==> src/rtl/core/phf_pkg.sv <==
`default_nettype none
package phf_pkg;

  localparam int PAGE_BYTES      = 512;
  localparam int HEADER_BYTES    = 5;
  localparam int PAGE_MIN        = 16;
  localparam int PAGE_SIZE_RESET = 512;

  localparam int AW     = $clog2(PAGE_BYTES);
  localparam int PW     = $clog2(PAGE_BYTES + 1);
  localparam int WAW    = AW + 2;
  localparam int POS_W  = 33;
  localparam int SIZE_W = 32;
  localparam int CFG_W  = 10;
  localparam int AMT_W  = 10;
  localparam int OFS_W  = 9;

  typedef enum logic [1:0] {
    OP_FORMAT = 2'd0,
    OP_ALLOC  = 2'd1,
    OP_FREE   = 2'd2,
    OP_NOP    = 2'd3
  } opcode_t;

  typedef enum logic [1:0] {
    ST_OK         = 2'd0,
    ST_TOO_BIG    = 2'd1,
    ST_NO_FREE    = 2'd2,
    ST_BAD_OFFSET = 2'd3
  } status_t;

  typedef enum logic [3:0] {
    S_IDLE, S_DISPATCH, S_CLR, S_FMT, S_HRD, S_HCAP, S_EVAL,
    S_ADV, S_CHK, S_AWR, S_MWR, S_FCLR, S_RES
  } fsm_state_t;

  typedef enum logic [3:0] {
    DP_NONE, DP_LATCH, DP_CLR, DP_FMT_WR, DP_RD, DP_CAP, DP_ADV, DP_A_WR,
    DP_F_CLR, DP_RUN_START, DP_RUN_ADD, DP_RUN_END, DP_M_WR, DP_RES
  } dp_op_t;

  typedef struct packed {
    dp_op_t  op;
    status_t res;
  } dp_cmd_t;

  typedef struct packed {
    opcode_t opcode;
    logic    hdr_last;
    logic    aw_last;
    logic    mw_last;
    logic    clr_last;
    logic    scan_more;
    logic    fits;
    logic    too_big;
    logic    stop;
    logic    free_ok;
    logic    is_free;
    logic    in_run;
    logic    out_free;
  } dp_stat_t;

endpackage
`default_nettype wire

==> src/rtl/core/phf_datapath.sv <==
`default_nettype none
module phf_datapath
  import phf_pkg::*;
(
  input  wire logic             clk,
  input  wire logic             rst,
  input  wire logic             cfg_we,
  input  wire logic [CFG_W-1:0] cfg_wdata,
  input  wire logic [1:0]       req_opcode,
  input  wire logic [AMT_W-1:0] req_amount,
  input  wire logic [OFS_W-1:0] req_offset,
  input  wire logic             rsp_ready,
  output logic                  rsp_valid,
  output logic [1:0]            rsp_status,
  output logic [OFS_W-1:0]      rsp_data_offset,
  input  wire dp_cmd_t          cmd,
  output dp_stat_t              stat
);

  logic [7:0] mem [PAGE_BYTES];

  logic [CFG_W-1:0]  page_size;
  opcode_t           opcode;
  logic [AMT_W-1:0]  amount;
  logic [OFS_W-1:0]  offset;
  logic [POS_W-1:0]  pos;
  logic              is_free;
  logic [SIZE_W-1:0] size;
  logic [3:0]        k;
  logic [AW-1:0]     cnt;
  logic [AW-1:0]     run_pos;
  logic [SIZE_W-1:0] run_size;
  logic              in_run;
  logic              out_valid;
  status_t           out_status;
  logic [OFS_W-1:0]  out_data;
  logic [7:0]        rdata;

  logic [PW-1:0]     p;
  logic [POS_W-1:0]  p_w;
  logic [POS_W-1:0]  amt_w;
  logic [SIZE_W-1:0] fmt_size;
  logic [SIZE_W-1:0] rem_size;
  logic [WAW-1:0]    a_addr;
  logic              we;
  logic [AW-1:0]     waddr;
  logic [7:0]        wdata;
  logic [AW-1:0]     raddr;

  function automatic logic [7:0] byte_sel(logic [SIZE_W-1:0] w, logic [1:0] i);
    return w[8*i +: 8];
  endfunction

  always_comb begin
    if (32'(page_size) < PAGE_MIN) begin
      p = PW'(PAGE_MIN);
    end else if (32'(page_size) > PAGE_BYTES) begin
      p = PW'(PAGE_BYTES);
    end else begin
      p = PW'(page_size);
    end
  end

  assign p_w      = POS_W'(p);
  assign amt_w    = POS_W'(amount);
  assign fmt_size = SIZE_W'(p) - SIZE_W'(HEADER_BYTES);
  assign rem_size = size - SIZE_W'(HEADER_BYTES) - SIZE_W'(amount);
  // The remainder header lands directly after the new data: base + amount + k.
  assign a_addr   = WAW'(pos[AW-1:0]) + ((k >= 4'd5) ? WAW'(amount) : WAW'(0)) + WAW'(k);
  assign raddr    = pos[AW-1:0] + AW'(k);

  always_comb begin
    we    = 1'b0;
    waddr = cnt;
    wdata = 8'd0;
    case (cmd.op)
      DP_CLR: begin
        we = 1'b1;
      end
      DP_FMT_WR: begin
        we    = 1'b1;
        waddr = AW'(k);
        wdata = (k == 4'd0) ? 8'd0 : byte_sel(fmt_size, 2'(k - 4'd1));
      end
      DP_A_WR: begin
        we    = (a_addr < WAW'(p));
        waddr = a_addr[AW-1:0];
        if (k == 4'd0) begin
          wdata = 8'd1;
        end else if (k <= 4'd4) begin
          wdata = byte_sel(SIZE_W'(amount), 2'(k - 4'd1));
        end else if (k == 4'd5) begin
          wdata = 8'd0;
        end else begin
          wdata = byte_sel(rem_size, 2'(k - 4'd6));
        end
      end
      DP_F_CLR: begin
        we    = 1'b1;
        waddr = AW'(offset - OFS_W'(HEADER_BYTES));
      end
      DP_M_WR: begin
        we    = 1'b1;
        waddr = run_pos + AW'(1) + AW'(k);
        wdata = byte_sel(run_size, k[1:0]);
      end
      default: we = 1'b0;
    endcase
  end

  always_ff @(posedge clk) begin
    if (we) begin
      mem[waddr] <= wdata;
    end
    rdata <= mem[raddr];
  end

  always_ff @(posedge clk) begin
    if (rst) begin
      page_size <= CFG_W'(PAGE_SIZE_RESET);
      k         <= '0;
      cnt       <= '0;
      in_run    <= 1'b0;
      out_valid <= 1'b0;
      pos       <= '0;
    end else begin
      if (cfg_we) begin
        page_size <= cfg_wdata;
      end
      if (out_valid && rsp_ready && cmd.op != DP_RES) begin
        out_valid <= 1'b0;
      end
      case (cmd.op)
        DP_LATCH: begin
          opcode <= opcode_t'(req_opcode);
          amount <= req_amount;
          offset <= req_offset;
          pos    <= '0;
          k      <= '0;
          cnt    <= '0;
          in_run <= 1'b0;
        end
        DP_CLR: cnt <= stat.clr_last ? '0 : cnt + AW'(1);
        DP_FMT_WR: k <= stat.hdr_last ? 4'd0 : k + 4'd1;
        DP_CAP: begin
          if (k == 4'd0) begin
            is_free <= (rdata == 8'd0);
          end else begin
            size[8*(k-4'd1) +: 8] <= rdata;
          end
          k <= stat.hdr_last ? 4'd0 : k + 4'd1;
        end
        DP_ADV: pos <= pos + POS_W'(HEADER_BYTES) + POS_W'(size);
        DP_A_WR: k <= stat.aw_last ? 4'd0 : k + 4'd1;
        DP_RUN_START: begin
          in_run   <= 1'b1;
          run_pos  <= pos[AW-1:0];
          run_size <= size;
        end
        DP_RUN_ADD: run_size <= run_size + size + SIZE_W'(HEADER_BYTES);
        DP_RUN_END: in_run <= 1'b0;
        DP_M_WR: k <= stat.mw_last ? 4'd0 : k + 4'd1;
        DP_RES: begin
          out_valid  <= 1'b1;
          out_status <= cmd.res;
          out_data   <= (cmd.res == ST_OK && opcode == OP_ALLOC) ?
                        OFS_W'(pos[AW-1:0] + AW'(HEADER_BYTES)) : '0;
        end
        default: ;
      endcase
    end
  end

  always_comb begin
    stat.opcode    = opcode;
    stat.hdr_last  = (k == 4'd4);
    stat.aw_last   = (k == 4'd9);
    stat.mw_last   = (k == 4'd3);
    stat.clr_last  = (cnt == AW'(PAGE_BYTES - 1));
    stat.scan_more = (pos < p_w - POS_W'(HEADER_BYTES));
    stat.fits      = is_free && (POS_W'(size) > amt_w + POS_W'(HEADER_BYTES));
    stat.too_big   = (amt_w > p_w - POS_W'(2 * HEADER_BYTES));
    stat.stop      = (pos > p_w) || ((p_w - pos) < amt_w);
    stat.free_ok   = (offset >= OFS_W'(HEADER_BYTES)) &&
                     (POS_W'(offset) - POS_W'(HEADER_BYTES) < p_w);
    stat.is_free   = is_free;
    stat.in_run    = in_run;
    stat.out_free  = !out_valid || rsp_ready;
  end

  assign rsp_valid       = out_valid;
  assign rsp_status      = out_status;
  assign rsp_data_offset = out_data;

endmodule
`default_nettype wire

==> config.mk <==
export PLATFORM = sky130hd
export DESIGN_NAME = phf_datapath
export DESIGN_NICKNAME = d
export VERILOG_FILES = /design/src/rtl/core/phf_pkg.sv /design/src/rtl/core/phf_datapath.sv
export SDC_FILE = /design/constraint.sdc
export NUM_CORES = 2
export LEC_CHECK = 0
export BUFFER_PORTS_ARGS = -buffer_cell sky130_fd_sc_hd__buf_2
export CELL_PAD_IN_SITES_DETAIL_PLACEMENT = 1
export CELL_PAD_IN_SITES_GLOBAL_PLACEMENT = 1
export CORE_MARGIN = 2
export CORE_UTILIZATION = 35
export DETAILED_ROUTE_END_ITERATION = 12
export PLACE_DENSITY_LB_ADDON = 0.15
export SYNTH_ARGS = -nofsm -noshare
export SYNTH_HDL_FRONTEND = slang
export SYNTH_SLANG_ARGS = --single-unit
==> constraint.sdc <==
create_clock -name clk -period 43.1 [get_ports clk]
set_clock_uncertainty 0.2 [all_clocks]
set_input_delay 10.775 -clock clk [delete_from_list [all_inputs] [get_ports clk]]
set_output_delay 10.775 -clock clk [all_outputs]
set_load 0.02 [all_outputs]
==> implementation parameters <==
Parameter                              Value

STA
  Timing-limited maximum frequency ... 0.0450 GHz
  Worst slew margin ... 14.7%
  Period utilisation layout ... 51.5%
  Final hold vios ... 0
  Post-Route Hold Slack ... 310 ps
  Setup Total Neg Slack ... 0 ps
  Final Max Slew Viols ... 0
  Clock period minus worst slack ... 22200 ps
  Worst Max-Slew Pin Slew ... 1280 ps
  RSZ-0062 raised after global routing ... no
  Count of final setup violators ... 0

Place
  Final RePlAce weighted congestion ... 0.815
  Post-detail-place hpwl ... 315000 um
  Post-DP Area ... 184000 um^2
  Count of input and output buffers ... 66

Routing
  Average via count per standard cell ... 5.47
  Total number of vias ... 92350
  Number of design-rule violations left by the first detailed-router iteration ... 8179
  Total length of routed wires ... 520000 um
  Detail Route Antenna Nets ... 0
  Count of TritonRoute iterations in the first routing pass ... 5
  Remaining design rule violation count ... 0
  Drt wl/cell ... 30.8 um

CTS
  Clock tree from TritonCTS ... done
  Clock-pin slew reported for the worst setup and hold paths after clock tree synthesis ... 60 ps
  Buffer type at the clock tree root ... clkbuf_16
  Post-CTS sizing ... 0
  Post-CTS setup-driven buffer insertion count ... 0
  Clock network latency to the later pin of the worst-skew pair ... 1030 ps
  CTS Buffer Depth ... 4
  Number of clock sinks ... 4268
  Count of H-tree levels built during CTS ... 5
  # hold bufs at CTS ... 0
  TritonCTS Buffers ... 454

Critical path
  Sequence of cells on the critical path ... buf_2, nand2b_1, buf_2
  Delay contributed by the slowest stage of the critical path ... 170 ps
  Critical Path AT ... 11220 ps
  Highest net fanout along the worst path ... 2
  Required time of the worst setup path ... 32120 ps
  Kind of critical path ... input port to output port
  CP max-delay cell ... buf_2
  Endpoint class of the critical path ... output port
  Cell occurring most often along the worst timing path ... buf_2
  Critical path launch point type ... input port

Die
  Number of standard-cell rows in the floorplan ... 260
  Die X-Extent ... 714 um
  Initial standard-cell utilization of the core ... 35.2%
  Y dimension of the die ... 714 um
  Full die area ... 510000 um^2
  Core Footprint ... 502000 um^2
  I/O pins ... 67

Yosys
  Netlist area before placement ... 177000 um^2
  Most numerous cell in the Yosys netlist ... edfxtp_1
  Dominant cell type by area after synthesis ... edfxtp_1
  Synthesized area divided by synthesized cell count ... 18.3 um^2
  Sequential fraction of the synthesis area ... 72.2%
  Most used standard cells in the synthesized netlist ... edfxtp_1 (4202), mux4_2 (1090), nand2_1 (899)
  Share of flip-flops with an asynchronous set or reset ... 0%
  Leading register cell type out of synthesis ... edfxtp_1
  Number of warnings reported in the yosys synthesis log ... 0
  Count of mapped cells out of synthesis ... 9624
  Number of enable-type register cells in the synthesized netlist ... 4202
  Count of distinct cell types in the synthesized netlist ... 94
  Flip-flop and latch count after synthesis ... 4268
  Post-synth top area share ... 71.5%
  Cell types occupying the most area after synthesis ... edfxtp_1 (71%), mux4_2 (14%), ha_1 (2.0%), nand2_1 (1.9%), nor2_1 (1.5%)

Finish
  Net count, final ... 10143
  Sequential standard cell area ... 128000 um^2
  Area used by multi-input combinational logic ... 46100 um^2
  P&R area growth vs syn ... 12.7%
  Fraction of final layout cells with drive strength greater than 1 ... 20.6%
  Area of all placed cells without fillers ... 199000 um^2
  Finished Core Util ... 39.6%
  Count of fill cells added during filler insertion ... 48287

GRT
  GRT overflow ... 0
  Met2 Resource Use GR ... 33.5%
  Wire length of the first global-routing pass ... 744000 um
  Busiest layer in global routing ... met2
  Overall Global Routing Usage ... 20.1%
  GR Util met1 ... 28.3%
  Maximum number of pins on one net before global-route repair ... 186
  Number of antenna violations at the first check in global routing ... 31
  Number of global-route vias before repair ... 97230
  Global Route met3 Usage ... 2.86%

Hold path
  Path class of the lowest-slack min-delay path ... flip-flop to flip-flop

Power and ir drop
  Leakage power figure ... 63.4 nW
  Worst vdd rail ir drop ... 0.0337 mV
  Final total power ... 0.00889 W
  PD cells ... 44.7 nW/um^2

Job
  Max Cap Viol ... 0

Run status
  Outcome ... complete, no violations
[cell families (layout without fill, tap and decap cells)]
| kind of cell | Yosys count | after routing | share of synthesized area (%) |
|---|---|---|---|
| multiplexers | 1154 | 1154 | 14.3 |
| buffers and inverters | 674 | 1223 | 1.93 |
| flip-flops | 4268 | 4268 | 72.2 |
| other | 1 | 29 | 0.00212 |
| adder cells (fa/ha/maj) | 287 | 287 | 2.08 |
| XOR/XNOR | 149 | 149 | 0.739 |
| AO/OA/AOI/OAI | 816 | 816 | 3.12 |
| AND/OR/NAND/NOR | 2275 | 2275 | 5.62 |
[routing by layer]
layer / wire, um / vias to the layer above
met3: 27500 / 572
met5: 83 / -
li1: - / 39062
met2: 254000 / 2490
met1: 228000 / 50214
met4: 10400 / 12
[placed cells by master, fill, tap and decap left out, types with 66 or more instances in the layout]
master	n
a21oi_1	209
buf_2	66
buf_4	184
clkbuf_1	93
clkbuf_16	460
clkinv_1	111
clkinv_2	73
edfxtp_1	4202
ha_1	275
inv_1	117
mux4_2	1090
nand2_1	899
nand3_1	279
nor2_1	714
o21ai_0	133
xnor2_1	84
[state kept, by name, indices dropped and copies added, names as in the netlist]
register         flops
cnt                  9
rsp_data_offset      9
is_free              1
rsp_status           2
rsp_valid            1
run_size            32
mem               4096
opcode               2
page_size           10
offset               9
run_pos              9
pos                 33
amount              10
in_run               1
rdata                8
size                32
k                    4
[area by class of cell]
cell class | instances | area share (%)
sequential | 4268 | 64.1
inverter | 121 | 0.228
clock inverter | 284 | 1.32
tap | 6681 | 4.20
multi-input combinational | 4705 | 23.2
antenna | 5 | 0.00629
timing repair buffer | 265 | 1.01
clock buffer | 553 | 5.96
[final timing paths]
path                            slack (ps)  cells past startpoint      start         end
worst max-delay path                 20900                      3  rsp_ready     stat[0]
worst min-delay path                   310                      1     cnt[7]      cnt[7]
worst min register to register         310                      1     cnt[7]      cnt[7]
worst max register to register       34350                     24       k[1]  mem[92][1]
[power by group]
group / switching (W) / internal, W / total, W
Sequential: 0.00000807 / 0.00452 / 0.00453
Clock: 0.00167 / 0.00219 / 0.00386
Combinational: 0.000300 / 0.000196 / 0.000495
Total: 0.00198 / 0.00691 / 0.00889
[metrics by stage]
| stage | cells | worst slack [ps] |
|---|---|---|
| after global placement | 16040 | 20870 |
| after detailed placement | 16040 | 20880 |
| after floorplan | 9647 | 6120 |
| after global routing | 16878 | 20890 |
| after CTS | 16877 | 20880 |
| final | 16882 | 20900 |
[critical path, delay by kind of cell]
kind,cells,cell delay [ps]
buffers and inverters,2,280
and+or+nand+nor,1,160
Power figures use the tool's default switching activity.
