<file path="src/rtl/core/phf_pkg.sv">
`default_nettype none
package phf_pkg;

  localparam int PAGE_BYTES      = 512;
  localparam int HEADER_BYTES    = 5;
  localparam int PAGE_MIN        = 16;
  localparam int PAGE_SIZE_RESET = 512;

  localparam int AW     = $clog2(PAGE_BYTES);
  localparam int PW     = $clog2(PAGE_BYTES + 1);
  localparam int WAW    = AW + 2;
  localparam int POS_W  = 33;
  localparam int SIZE_W = 32;
  localparam int CFG_W  = 10;
  localparam int AMT_W  = 10;
  localparam int OFS_W  = 9;

  typedef enum logic [1:0] {
    OP_FORMAT = 2'd0,
    OP_ALLOC  = 2'd1,
    OP_FREE   = 2'd2,
    OP_NOP    = 2'd3
  } opcode_t;

  typedef enum logic [1:0] {
    ST_OK         = 2'd0,
    ST_TOO_BIG    = 2'd1,
    ST_NO_FREE    = 2'd2,
    ST_BAD_OFFSET = 2'd3
  } status_t;

  typedef enum logic [3:0] {
    S_IDLE, S_DISPATCH, S_CLR, S_FMT, S_HRD, S_HCAP, S_EVAL,
    S_ADV, S_CHK, S_AWR, S_MWR, S_FCLR, S_RES
  } fsm_state_t;

  typedef enum logic [3:0] {
    DP_NONE, DP_LATCH, DP_CLR, DP_FMT_WR, DP_RD, DP_CAP, DP_ADV, DP_A_WR,
    DP_F_CLR, DP_RUN_START, DP_RUN_ADD, DP_RUN_END, DP_M_WR, DP_RES
  } dp_op_t;

  typedef struct packed {
    dp_op_t  op;
    status_t res;
  } dp_cmd_t;

  typedef struct packed {
    opcode_t opcode;
    logic    hdr_last;
    logic    aw_last;
    logic    mw_last;
    logic    clr_last;
    logic    scan_more;
    logic    fits;
    logic    too_big;
    logic    stop;
    logic    free_ok;
    logic    is_free;
    logic    in_run;
    logic    out_free;
  } dp_stat_t;

endpackage
`default_nettype wire

</file>
<file path="src/rtl/core/phf_ctrl.sv">
`default_nettype none
module phf_ctrl
  import phf_pkg::*;
(
  input  wire logic     clk,
  input  wire logic     rst,
  input  wire logic     req_valid,
  output logic          req_ready,
  input  wire dp_stat_t stat,
  output dp_cmd_t       cmd
);

  fsm_state_t state, state_next;
  status_t    res_code, res_code_next;
  logic       boot, boot_next;

  always_ff @(posedge clk) begin
    if (rst) begin
      state    <= S_CLR;
      res_code <= ST_OK;
      boot     <= 1'b1;
    end else begin
      state    <= state_next;
      res_code <= res_code_next;
      boot     <= boot_next;
    end
  end

  always_comb begin
    state_next    = state;
    res_code_next = res_code;
    boot_next     = boot;
    req_ready     = 1'b0;
    cmd.op        = DP_NONE;
    cmd.res       = res_code;
    unique case (state)
      S_IDLE: begin
        req_ready = 1'b1;
        if (req_valid) begin
          cmd.op     = DP_LATCH;
          state_next = S_DISPATCH;
        end
      end
      S_DISPATCH: begin
        unique case (stat.opcode)
          OP_FORMAT: state_next = S_CLR;
          OP_ALLOC: begin
            if (stat.too_big) begin
              res_code_next = ST_TOO_BIG;
              state_next    = S_RES;
            end else begin
              state_next = S_HRD;
            end
          end
          OP_FREE: begin
            if (stat.free_ok) begin
              state_next = S_FCLR;
            end else begin
              res_code_next = ST_BAD_OFFSET;
              state_next    = S_RES;
            end
          end
          default: begin
            res_code_next = ST_OK;
            state_next    = S_RES;
          end
        endcase
      end
      S_CLR: begin
        cmd.op = DP_CLR;
        if (stat.clr_last) begin
          state_next = S_FMT;
        end
      end
      S_FMT: begin
        cmd.op = DP_FMT_WR;
        if (stat.hdr_last) begin
          // The format after reset produces no response.
          if (boot) begin
            boot_next  = 1'b0;
            state_next = S_IDLE;
          end else begin
            res_code_next = ST_OK;
            state_next    = S_RES;
          end
        end
      end
      S_HRD: begin
        cmd.op     = DP_RD;
        state_next = S_HCAP;
      end
      S_HCAP: begin
        cmd.op     = DP_CAP;
        state_next = stat.hdr_last ? S_EVAL : S_HRD;
      end
      S_EVAL: begin
        if (stat.opcode == OP_ALLOC) begin
          state_next = stat.fits ? S_AWR : S_ADV;
        end else if (!stat.is_free) begin
          cmd.op     = DP_RUN_END;
          state_next = S_ADV;
        end else if (stat.in_run) begin
          cmd.op     = DP_RUN_ADD;
          state_next = S_MWR;
        end else begin
          cmd.op     = DP_RUN_START;
          state_next = S_ADV;
        end
      end
      S_ADV: begin
        cmd.op     = DP_ADV;
        state_next = S_CHK;
      end
      S_CHK: begin
        if (stat.opcode == OP_ALLOC) begin
          if (stat.stop || !stat.scan_more) begin
            res_code_next = ST_NO_FREE;
            state_next    = S_RES;
          end else begin
            state_next = S_HRD;
          end
        end else if (stat.scan_more) begin
          state_next = S_HRD;
        end else begin
          res_code_next = ST_OK;
          state_next    = S_RES;
        end
      end
      S_AWR: begin
        cmd.op = DP_A_WR;
        if (stat.aw_last) begin
          res_code_next = ST_OK;
          state_next    = S_RES;
        end
      end
      S_MWR: begin
        cmd.op = DP_M_WR;
        if (stat.mw_last) begin
          state_next = S_ADV;
        end
      end
      S_FCLR: begin
        cmd.op     = DP_F_CLR;
        state_next = S_HRD;
      end
      S_RES: begin
        if (stat.out_free) begin
          cmd.op     = DP_RES;
          state_next = S_IDLE;
        end
      end
      default: state_next = S_IDLE;
    endcase
  end

endmodule
`default_nettype wire

</file>
<file path="config.mk">
export PLATFORM = sky130hd
export DESIGN_NAME = phf_ctrl
export DESIGN_NICKNAME = d
export VERILOG_FILES = /design/src/rtl/core/phf_pkg.sv /design/src/rtl/core/phf_ctrl.sv
export SDC_FILE = /design/constraint.sdc
export NUM_CORES = 1
export LEC_CHECK = 0
export ABC_AREA = 0
export BUFFER_PORTS_ARGS = -buffer_cell sky130_fd_sc_hd__buf_2
export CAP_MARGIN = 10
export CELL_PAD_IN_SITES_DETAIL_PLACEMENT = 2
export CELL_PAD_IN_SITES_GLOBAL_PLACEMENT = 2
export CORE_ASPECT_RATIO = 0.9
export CORE_MARGIN = 3
export CORE_UTILIZATION = 29
export CTS_CLUSTER_SIZE = 12
export DETAILED_ROUTE_END_ITERATION = 8
export HOLD_SLACK_MARGIN = 0.02
export PLACE_DENSITY_LB_ADDON = 0.25
export SYNTH_ARGS = -nofsm -noshare
export SYNTH_HDL_FRONTEND = slang
export SYNTH_SLANG_ARGS = --single-unit
</file>
<file path="constraint.sdc">
create_clock -name clk -period 1.6 [get_ports clk]
set_clock_uncertainty 0.05 [all_clocks]
set_input_delay 0.16 -clock clk [delete_from_list [all_inputs] [get_ports clk]]
set_output_delay 0.16 -clock clk [all_outputs]
set_load 0.05 [all_outputs]
</file>
==> results of run 1 <==
area by class of cell:
type | count | share of cell area (%)
antenna | 1 | 0.158
clock buffer | 4 | 1.66
inverter | 10 | 2.54
tap | 40 | 3.17
timing repair buffer | 65 | 31.4
multi-input combinational | 95 | 51.5
sequential | 7 | 9.59
placed cells by master, fill, tap and decap left out, types with 4 or more instances in the layout:
cell type  instances
buf_4             34
a21oi_1            8
buf_6             12
nand2_1            9
nand2b_1           4
nand3_1            5
ha_1               5
dfxtp_1            4
o211ai_1           4
inv_1              9
o21ai_0            8
buf_2             18
repair_timing:
item | 4_1_cts | 5_1_grt
setup buffers | 10 | 4
gates resized for setup | 32 | 18
endpoints found under the hold margin | 0 | 0
pin swaps | 5 | 7
endpoints found under the setup margin | 11 | 11
metal layers:
layer  vias up  wire (um)  track usage [%]
met2        85       3450             54.5
met5         -          0                0
li1        584          -                -
met3        27        512             1.14
met4         0        358             8.88
met1       694       2840             40.2
metrics by stage:
step,setup slack (ns),hold slack [ns],instances
floorplan,-0.0241,0.227,121
global placement,-0.0945,0.361,204
detailed placement,-0.198,0.366,204
CTS,-0.132,0.0952,218
global route,-0.341,0.108,222
finish,-0.343,0.0951,222
cell families after synthesis:
group | Yosys count | share of synthesized area, %
flip-flops | 7 | 15.2
buffers and inverters | 19 | 12.5
XOR/XNOR | 1 | 0.949
AO/OA/AOI/OAI | 46 | 33.7
multiplexers | 3 | 3.25
AND/OR/NAND/NOR | 39 | 26.3
adder cells (fa/ha/maj) | 6 | 8.13
worst max-delay path by stage:
stage / startpoint / to / slack (ns) / depth (start not counted)
2_1_floorplan: state[3]$_SDFFE_PP0P_ / cmd[5] / -0.02 / 5
3_3_place_gp: state[1]$_SDFFE_PP1P_ / res_code[0]$_SDFFE_PP0P_ / -0.09 / 5
3_5_place_dp: stat[13] / state[3]$_SDFFE_PP0P_ / -0.20 / 8
4_1_cts: state[1]$_SDFFE_PP1P_ / cmd[4] / -0.13 / 5
5_1_grt: state[2]$_SDFFE_PP0P_ / cmd[3] / -0.34 / 5
6_report: state[2]$_SDFFE_PP0P_ / cmd[3] / -0.34 / 5
sequential cells by signal (all words and copies together) (netlist names):
name      cells
res_code      2
state         4
boot          1
where the power goes:
group / leakage, nW / internal [mW] / switching, mW
Clock: 0.0150 / 0.0968 / 0.0911
Sequential: 0.0588 / 0.226 / 0.0881
Combinational: 0.612 / 0.770 / 1.10
Total: 0.686 / 1.09 / 1.28
==> impl_metrics.yaml, run 1 <==
cells_and_area:
  area_growth_pct: 71.0
  ff_latch_area_um2: 151
  drive_gt1_share_pct: 51.9
  final_util_pct: 54.8
  fin_area_mm2: 0.00158
  multi_input_area_um2: 813
  finalNetCount: 205
  nFillCells: 307
worst_setup_path:
  crit_top_cell: "buf_6"
  path_class: "flop to output pin"
  critPathMaxFanout: 6
  r2r_cells: 5
  crit-reg2reg-launch: "state[3]$_SDFFE_PP0P_"
  crit_path_start_kind: "flop"
  cp-end-kind: "output pin"
  path_cells: "buf_6 -> inv_1 -> o21ai_0 -> nand2_1 -> buf_6"
  critPathMaxStageDelay_ns: 0.45
  r2r-end: "res_code[1]$_SDFFE_PP0P_"
  arrival_ns: 1.73
  reg2reg_slack_ns: -0.20
  critPathBufInv: 3
  crit_slowest_cell: "o21ai_0"
  cpLargestDelayFamily: "buffers and inverters"
  required_ns: 1.39
synthesis:
  synth_commonest_cells: "inv_1, o21ai_0, a21oi_1, nand2_1, dfxtp_1"
  synth.largest_area_cell: "dfxtp_1"
  synth_edf_count: 0
  synth_seq_cells: 7
  ys.warnings.count: 0
  syn-num-nets: 144
  ys_top_cells_by_area: "dfxtp_1, ha_1, o21ai_0, a21oi_1, clkbuf_8"
  async_flop_share_pct: 0
  netlist_instances: 121
  yosys.area.top_type_share_pct: 15.2
  ys.flop_type: "dfxtp_1"
  avgSynthCellArea_um2: 7.63
  synth_cell_type_count: 43
  yosysSeqAreaShare_pct: 15.2
  synth_area_um2: 923
worst_hold_path:
  hp-start: "rst"
  min_path_cells: 2
  hp-class: "input port to flop"
  whs_endpoint: "state[0]$_SDFFE_PP0P_"
clock_tree:
  tritoncts: "yes"
  clock-sinks: 7
  root_buffer: "clkbuf_4"
  cts_buffer_depth: 2
  clkTransAtPathRegs_ns: 0.06
  clkLatencyLatePin_ns: 0.28
  ctsHoldBuffers: 0
  htreeDepth: 1
  cts_buffers: 3
floorplanning:
  core_mm2: 0.00288
  die-width_um: 65.5
  start_util_pct: 32.0
  fp-row-count: 18
  die_height_um: 59.5
  die_area_mm2: 0.00390
  io_pins: 24
timing:
  rsz0062_at_grt: "yes"
  fin_crit_sh_pct: 121
  drv_slew: 0
  setup_violations: 10
  fin_ws_ns: -0.343
  finalCriticalPeriod_ns: 1.94
  fmax_ghz: 0.515
  setup-tns-final_ns: -1.79
  hold_viol_final: 0
  tightest_slew_ns: 0.458
  maxSlewHeadroom_pct: 69.2
route:
  drtIter0Drc: 115
  num_vias: 1390
  viasPerCell: 6.26
  drt_first_pass_iters: 4
  drc: 0
  wire_per_inst_um: 32.3
  ant_nets: 0
  finalWirelength_um: 7160
pwr:
  finalPower_mw: 2.37
  leakage_nw: 0.686
  power_density_mw_per_mm2: 1500
  ir_worst_vdd_v: 0.00108
global_routing:
  grt_pass1_vias: 1416
  antenna_found_initial: 1
  grt_max_degree: 13
  grt_usage_pct: 30.6
  grt.overflow.total: 0
  grt_pass1_wl_um: 8550
place:
  io_buffers: 23
  gp_congestion: 0.818
  place_area_mm2: 0.00129
  post-dp-hpwl_um: 3260
outcome:
  status: "finished with violations"
  violations: "setup timing"
run:
  drv_cap: 0
(Power assumes the default switching activity.)
==> run 2, diff against run 1 <==
Settings changed: ABC_AREA 0 to 1, CELL_PAD_IN_SITES_DETAIL_PLACEMENT 2 to not set, CELL_PAD_IN_SITES_GLOBAL_PLACEMENT 2 to not set, CORE_UTILIZATION 29 to 51.
==> impl_metrics.yaml, run 2 <==
worst_hold_path:
  hp-class: "input port to flop"
cells_and_area:
  finalNetCount: 228
  drive_gt1_share_pct: 30.9
  final_common_cell: "nand2_1"
  n_antenna_cell: 0
  nFillCells: 125
  regMostFlops: "state"
  ff_latch_area_um2: 155
  area_growth_pct: 40.3
  multi_input_area_um2: 669
  final_cell_mix: "nand2_1, nor2_1, inv_1"
  largestRegisters: "state: 4 flops, res_code: 2 flops, boot: 1 flops"
  largest_register_ffs: 4
  final_util_pct: 80.0
pwr:
  leakage_nw: 0.688
  power_density_mw_per_mm2: 1490
  ir_worst_vdd_v: 0.00110
floorplanning:
  fp-row-count: 13
  die_height_um: 45.2
  io_pins: 24
  die-width_um: 49.6
  die_area_mm2: 0.00224
  start_util_pct: 57.0
  core_mm2: 0.00153
timing:
  fin_ws_ns: -0.00284
  tightest_slew_ns: 0.256
  maxSlewHeadroom_pct: 82.8
  fmax_ghz: 0.624
  finalCriticalPeriod_ns: 1.60
  fin_crit_sh_pct: 100
  drv_slew: 0
  setup_violations: 2
  setup-tns-final_ns: -0.00543
  hold_viol_final: 0
  rsz0062_at_grt: "yes"
route:
  wl_met2_um: 1290
  m1WireLength_um: 1190
  wl_met3_um: 221
  ant_nets: 0
  highest_layer: "met4"
  num_vias: 1216
  wire_per_inst_um: 12.4
  drc: 0
  finalWirelength_um: 2810
  drtIter0Drc: 65
  drt_first_pass_iters: 4
  viasPerCell: 5.38
global_routing:
  grt_pass1_wl_um: 4010
  antenna_found_initial: 0
  grt_usage_pct: 22.5
  grt_pass1_vias: 980
  grt_max_degree: 9
  grt.overflow.total: 0
synthesis:
  synth_seq_cells: 7
  yosysSeqAreaShare_pct: 16.1
  synth.area.mux_share_pct: 0
  yosys.cell_count.top_type: "nand2_1"
  async_flop_share_pct: 0
  synth_area_um2: 872
  synth_commonest_cells: "nand2_1, nor2_1, inv_1"
  yosys.area.top_type_share_pct: 22.4
  syn-num-nets: 187
  synth-xor-area-share_pct: 0
  avgSynthCellArea_um2: 5.32
  synth_edf_count: 0
  synth_top_family_by_area: "simple AND/OR/NAND/NOR gates"
  ys.warnings.count: 0
  synthAdderAreaFrac_pct: 8.61
  synth_compound_area_share_pct: 8.61
  synth.largest_area_cell: "nand2_1"
  synthSimpleGateAreaFrac_pct: 53.4
  ys_top_cells_by_area: "nand2_1, dfxtp_1, nor2_1, inv_1, nand3_1"
  netlist_instances: 164
  synth_cell_type_count: 16
  ys.flop_type: "dfxtp_1"
clock_tree:
  cts_buffer_depth: 2
  clkTransAtPathRegs_ns: 0.05
  tritoncts: "yes"
  htreeDepth: 1
  clock-sinks: 7
  cts_buffers: 3
  clkLatencyLatePin_ns: 0.26
  root_buffer: "clkbuf_4"
outcome:
  violations: "setup timing"
  status: "finished with violations"
place:
  post-dp-hpwl_um: 1950
  io_buffers: 23
  dp_slack_ns: 0.0567
  gp_congestion: 0.996
worst_setup_path:
  path_class: "flop to output pin"
  required_ns: 1.39
  crit_path_start_kind: "flop"
  arrival_ns: 1.39
  reg2reg_slack_ns: 0.11
  cp-end-kind: "output pin"
  critPathMaxFanout: 5
run:
  drv_cap: 0
-- run 2: cell count changes in the layout (fill, tap and decap cells not counted), sizes merged, moves of 5 or more --
cell    delta
nand2     +43
nor2      +32
buf       -28
inv       +18
nand3     +11
o21ai      -7
a21boi     -5
nand2b     -5
-- run 2: worst paths after layout --
path	to	cells after the start	startpoint
worst min-delay path	state[2]$_SDFFE_PP0P_	2	rst
worst max-delay path	cmd[2]	7	state[3]$_SDFFE_PP0P_
worst max register to register	res_code[0]$_SDFFE_PP0P_	10	state[1]$_SDFFE_PP1P_
worst min register to register	boot$_SDFFE_PP1P_	2	boot$_SDFFE_PP1P_
-- run 2: through the flow --
step	power (mW)	hold slack (ns)	instances	cell area, um2
after global placement	1.41	0.319	214	1050
after CTS	1.63	0.0450	218	1090
after global routing	1.96	0.0511	226	1220
final	1.82	0.0462	226	1220
after floorplan	1.12	0.179	164	875
after detailed placement	1.42	0.322	214	1050
-- run 2: layout make-up --
class                   instances  area share [%]
inverters                      28            8.79
clock buffers                   4            2.15
flip-flops and latches          7            12.7
well taps                      22            2.25
repair buffers                 37            19.4
multi-input cells             128            54.7
-- run 2: cells by family after synthesis --
family | Yosys count
DFF | 7
adders and majority gates | 6
AOI/OAI and AO/OA | 13
buffers and inverters | 29
and+or+nand+nor | 109
-- run 2: where the power goes --
part	internal [mW]	switching, mW	total [mW]
sequential	0.254	0.0852	0.339
clock	0.0955	0.0701	0.166
combinational	0.466	0.854	1.32
total	0.815	1.01	1.82
-- run 2: timing repair --
item / 4_1_cts / 5_1_grt
resized for setup: 10 / 24
pin swaps: 0 / 3
setup buffers: 0 / 8
setup endpoints to repair: 4 / 4
hold buffers: 0 / 0
-- run 2: worst max-delay path, stage by stage, from the launching register on --
cell and delay (ns):
dfxtp_4 0.37, inv_4 0.08, nor2_4 0.05, nand2_2 0.08
inv_2 0.06, nor3b_2 0.20, nand4_1 0.13, buf_6 0.17
-- run 2: routing by layer --
metal  global-route usage, %  vias to the layer above
met2                    41.2                       66
li1                        -                      595
met3                    5.28                       16
met1                    28.3                      539
met5                       0                        -
met4                    1.66                        0
